`src/sv/cncr_pkg.sv`:
```
package cncr_pkg;

  localparam int unsigned VALUE_WIDTH = 32;
  localparam int unsigned FRAC_BITS   = 16;

  localparam int unsigned T_W     = FRAC_BITS + 1;
  localparam int unsigned SPAN_W  = VALUE_WIDTH + 1;
  localparam int unsigned LATENCY = FRAC_BITS + 11;

  localparam logic [T_W-1:0] ONE  = {1'b1, {FRAC_BITS{1'b0}}};
  localparam logic [T_W-1:0] HALF = {2'b01, {(FRAC_BITS - 1){1'b0}}};

  typedef enum logic [2:0] {
    REG_IN_MIN  = 3'd0,
    REG_IN_MAX  = 3'd1,
    REG_OUT_MIN = 3'd2,
    REG_OUT_MAX = 3'd3,
    REG_CURVE   = 3'd4
  } cfg_reg_e;

  typedef enum logic [2:0] {
    CURVE_LINEAR      = 3'd0,
    CURVE_SMOOTH      = 3'd1,
    CURVE_SMOOTHER    = 3'd2,
    CURVE_EASE_IN     = 3'd3,
    CURVE_EASE_OUT    = 3'd4,
    CURVE_EASE_IN_OUT = 3'd5
  } curve_e;

  typedef struct packed {
    logic valid;
    logic zero;
  } tag_t;

endpackage

```
`src/sv/cncr_div.sv`:
```
module cncr_div import cncr_pkg::*; (
  input  logic              clk_i,
  input  logic              rst_ni,
  input  tag_t              tag_i,
  input  logic [SPAN_W-1:0] num_i,
  input  logic [SPAN_W-1:0] span_i,
  output tag_t              tag_o,
  output logic [T_W-1:0]    t_o
);

  tag_t                 tag_q [FRAC_BITS];
  logic [SPAN_W-1:0]    rem_q [FRAC_BITS];
  logic [FRAC_BITS-1:0] quo_q [FRAC_BITS];
  logic                 sat_q [FRAC_BITS];

  for (genvar s = 0; s < FRAC_BITS; s++) begin : g_step
    tag_t                 tag_in;
    logic [SPAN_W-1:0]    rem_in;
    logic [FRAC_BITS-1:0] quo_in;
    logic                 sat_in;
    logic [SPAN_W:0]      shl;
    logic [SPAN_W:0]      diff;
    logic                 ge;

    if (s == 0) begin : g_first
      assign tag_in = tag_i;
      assign rem_in = num_i;
      assign quo_in = '0;
      assign sat_in = (num_i >= span_i);
    end else begin : g_next
      assign tag_in = tag_q[s-1];
      assign rem_in = rem_q[s-1];
      assign quo_in = quo_q[s-1];
      assign sat_in = sat_q[s-1];
    end

    assign shl  = {rem_in, 1'b0};
    assign ge   = (shl >= {1'b0, span_i});
    assign diff = shl - {1'b0, span_i};

    always_ff @(posedge clk_i or negedge rst_ni) begin
      if (!rst_ni) begin
        tag_q[s] <= '0;
      end else begin
        tag_q[s] <= tag_in;
      end
    end

    always_ff @(posedge clk_i) begin
      rem_q[s] <= ge ? diff[SPAN_W-1:0] : shl[SPAN_W-1:0];
      quo_q[s] <= {quo_in[FRAC_BITS-2:0], ge};
      sat_q[s] <= sat_in;
    end
  end

  assign tag_o = tag_q[FRAC_BITS-1];
  assign t_o   = sat_q[FRAC_BITS-1] ? ONE : {1'b0, quo_q[FRAC_BITS-1]};

endmodule

```
`config.mk`:
```
export PLATFORM = sky130hd
export DESIGN_NAME = cncr_div
export DESIGN_NICKNAME = d
export VERILOG_FILES = /design/src/sv/cncr_pkg.sv /design/src/sv/cncr_div.sv
export SDC_FILE = /design/constraint.sdc
export NUM_CORES = 2
export LEC_CHECK = 0
export BUFFER_PORTS_ARGS = -buffer_cell sky130_fd_sc_hd__buf_2
export CAP_MARGIN = 20
export CORE_MARGIN = 8
export CORE_UTILIZATION = 55
export DETAILED_ROUTE_END_ITERATION = 12
export GPL_TIMING_DRIVEN = 0
export PLACE_DENSITY_LB_ADDON = 0.1
export SYNTH_ARGS = -nofsm -noshare
export SYNTH_HDL_FRONTEND = slang
export SYNTH_SLANG_ARGS = --single-unit
```
`constraint.sdc`:
```
create_clock -name clk_i -period 4.3 [get_ports clk_i]
set_clock_uncertainty 0.15 [all_clocks]
set_input_delay 0.86 -clock clk_i [delete_from_list [all_inputs] [get_ports clk_i]]
set_output_delay 0.86 -clock clk_i [all_outputs]
set_load 0.01 [all_outputs]
```
==> impl_metrics.env <==
export IMPL_wl_per_cell_um=20.2
export IMPL_max_cap_violations=0
export IMPL_clk_pin_slew_ps=60
export IMPL_cp_data_required_time_ps=4640
export IMPL_synth_nets=6157
export IMPL_nets=6394
export IMPL_grt_ovfl_total=0
export IMPL_post_route_min_period_ps=4200
export IMPL_yosysWarnings=0
export IMPL_met3_usage_pct=5.33
export IMPL_tightest_slew_ps=898
export IMPL_gp_congestion=0.940
export IMPL_cts_tree="done"
export IMPL_end_kind="flip-flop"
export IMPL_ir_worst_vdd_mv=0.473
export IMPL_r2r_start="rem_q[1][66]"
export IMPL_hold_buffers=0
export IMPL_start_util_pct=55.1
export IMPL_routed_via_density=6.03
export IMPL_grt_pass1_vias=39600
export IMPL_crit_top_cell="o211ai_1"
export IMPL_min_period_over_period_pct=97.7
export IMPL_p_leak_nw=23.4
export IMPL_finalSetupViolations=0
export IMPL_synth_edff_count=0
export IMPL_start_kind="input pin"
export IMPL_ys_async_sr_fraction_pct=4.71
export IMPL_outcome="finished clean"
export IMPL_syn_instance_count=5512
export IMPL_slowest_delay_ps=460
export IMPL_drt_wl_total_mm=141
export IMPL_max_clock_path_buffers=3
export IMPL_htreeDepth=3
export IMPL_slowest_stage="nor4b_1"
export IMPL_final_cell_mix="a21oi_1 (648), dfxtp_1 (647), ha_1 (560), nor2_1 (449), nand2_1 (370)"
export IMPL_rr_endpoint="rem_q[1][129]"
export IMPL_tns_ps=0
export IMPL_crit_type="in2reg"
export IMPL_design_area_sq_um=52600
export IMPL_die_y_um=307
export IMPL_cts_root_buffer="clkbuf_16"
export IMPL_met1_usage_pct=36.3
export IMPL_antenna_cells=0
export IMPL_netlist_cell_type_count=93
export IMPL_antenna_found_initial=2
export IMPL_worstSkewPairLatency_ps=630
export IMPL_fillerInstances=7584
export IMPL_gr_max_usage_layer="met2"
export IMPL_grtUsageTotal_pct=28.5
export IMPL_ys_seq_area_share_pct=29.4
export IMPL_fin_cells=6957
export IMPL_cp_top_family="compound AO/OA/AOI/OAI gates"
export IMPL_cp_cell_sequence="buf_2 -> clkinvlp_4 -> buf_12 -> buf_4 -> ha_1 -> clkbuf_1 -> and4_1 -> nor4b_1 -> o211ai_1 -> o211ai_1 -> a31oi_1 -> o21ai_0 -> nand3_1 -> and3_1 -> o32ai_1"
export IMPL_worstHoldPathType="in2async"
export IMPL_syn_area_sq_um=46700
export IMPL_dp_cells=6764
export IMPL_crit_arrival_ps=4540
export IMPL_dr_pass1_iters=6
export IMPL_final_max_slew_viol_count=0
export IMPL_grt_max_degree=33
export IMPL_final_common_cell="a21oi_1"
export IMPL_synth_flop_cell="dfxtp_1"
export IMPL_reg2reg_depth=12
export IMPL_relSlewSlack_pct=40.1
export IMPL_die_area_sq_um=94500
export IMPL_reg2reg_slack_ps=450
export IMPL_rows=107
export IMPL_cts_sinks=679
export IMPL_drt_iter0_markers=3321
export IMPL_use_met2_pct=47.6
export IMPL_ys_ff_latch=679
export IMPL_cts_buffers=78
export IMPL_dp_hpwl_mm=105
export IMPL_core_area_sq_um=84700
export IMPL_fmax_mhz=238
export IMPL_drive_gt1_share_pct=10.6
export IMPL_vias=41900
export IMPL_grt_pass1_wl_mm=217
export IMPL_crit_fanout=8
export IMPL_die_x_um=307
export IMPL_port_buffers=88
export IMPL_place_area_sq_um=49100
export IMPL_area_growth_syn_to_layout_pct=12.5
export IMPL_postRouteAntennaNets=0
export IMPL_power_density_nw_per_um2=891
export IMPL_hold_viol=0
export IMPL_post_route_drc_count=0
export IMPL_syn_avg_cell_area_sq_um=8.48
export IMPL_cp_num_buf_inv=5
export IMPL_ios=89
==> repair_timing <==
item / in CTS / in global routing
buffers inserted: 36 / 14
endpoints found under the hold margin: 0 / 0
pin swaps: 2 / 0
endpoints found under the setup margin: 486 / 337
gates resized for setup: 37 / 55
==> worst max-delay path by stage <==
| stage | startpoint | endpoint | slack, ps | depth (start not counted) |
|---|---|---|---|---|
| final | span_i[11] | rem_q[1][31] | 100 | 15 |
| after global routing | span_i[11] | rem_q[1][31] | -40 | 15 |
| after CTS | span_i[9] | rem_q[1][43] | 20 | 14 |
| after detailed placement | span_i[0] | rem_q[1][197] | -1490 | 13 |
| after global placement | span_i[0] | rem_q[1][197] | -1640 | 13 |
| after floorplan | span_i[2] | rem_q[0][71] | 190 | 12 |
==> metal layers <==
layer,share of wire (%),vias to the layer above
li1,-,20700
met1,43,19600
met2,46,1379
met3,6.6,323
met4,4.1,0
met5,0,-
==> synthesized netlist by cell type (25+ instances only) <==
master / n / area share, %
nor2b_1: 82 / 1.1
a21o_1: 292 / 4.7
o21bai_1: 65 / 1.0
o211ai_1: 26 / 0.42
buf_2: 32 / 0.34
o31ai_1: 31 / 0.50
a211oi_1: 43 / 0.69
o21a_1: 79 / 1.3
nand3_1: 101 / 1.1
a21oi_1: 650 / 7.0
nor3_1: 67 / 0.72
and3_1: 66 / 0.88
nand4_1: 92 / 1.2
a31oi_1: 70 / 0.94
o21ai_0: 364 / 3.9
o31a_1: 25 / 0.47
dfxtp_1: 647 / 28
and2_1: 38 / 0.51
nor2_1: 449 / 3.6
mux2_2: 171 / 4.1
dfrtp_1: 32 / 1.7
xor2_1: 169 / 3.2
inv_1: 176 / 1.4
nand2_1: 370 / 3.0
nand2b_1: 59 / 0.79
clkbuf_1: 143 / 1.1
xnor2_1: 243 / 4.6
ha_1: 560 / 15
==> metrics by stage <==
| stage | hold WS (ps) | utilization, % | total power [mW] | setup WS (ps) |
|---|---|---|---|---|
| 5_1_grt | 140 | 62.0 | 50.7 | -37.1 |
| 3_3_place_gp | 159 | 57.3 | 38.9 | -1640 |
| 4_1_cts | 92.8 | 61.7 | 46.5 | 17.7 |
| 3_5_place_dp | 162 | 58.0 | 39.2 | -1490 |
| 6_report | 116 | 62.0 | 46.9 | 98.7 |
| 2_1_floorplan | 160 | - | 32.5 | 191 |
==> final cells by class <==
type                       instances  area [sq um]  area share (%)
sequential                       679         13800            26.2
clock inverter                    35           417           0.792
buffer                           186           801            1.52
inverter                         176           737            1.40
multi-input combinational       4470         31700            60.2
timing repair buffer             158          1540            2.93
tap                             1144          1430            2.72
clock buffer                     109          2230            4.24
==> kinds of logic (layout without fill, tap and decap cells) <==
logic type	Yosys count	in the layout	share of synthesized area, %
XOR/XNOR	412	412	7.72
AO/OA/AOI/OAI	1857	1857	25.0
multiplexers	190	190	4.54
AND/OR/NAND/NOR	1436	1436	14.6
flip-flops	679	679	29.4
buffers and inverters	363	664	3.06
adder cells (fa/ha/maj)	575	575	15.6
==> registers in the layout, indices dropped and copies added, names as in the netlist <==
| register | cells |
|---|---|
| quo_q | 136 |
| tag_o | 2 |
| rem_q | 495 |
| sat_q | 16 |
| g_step.tag_in | 30 |
==> power by group <==
group,switching [mW],internal [mW],leakage [nW]
registers,1.78,9.62,5.83
clock network,2.73,4.12,1.29
logic,16.3,12.3,16.3
total,20.8,26.1,23.4
Power figures use the tool's default switching activity.
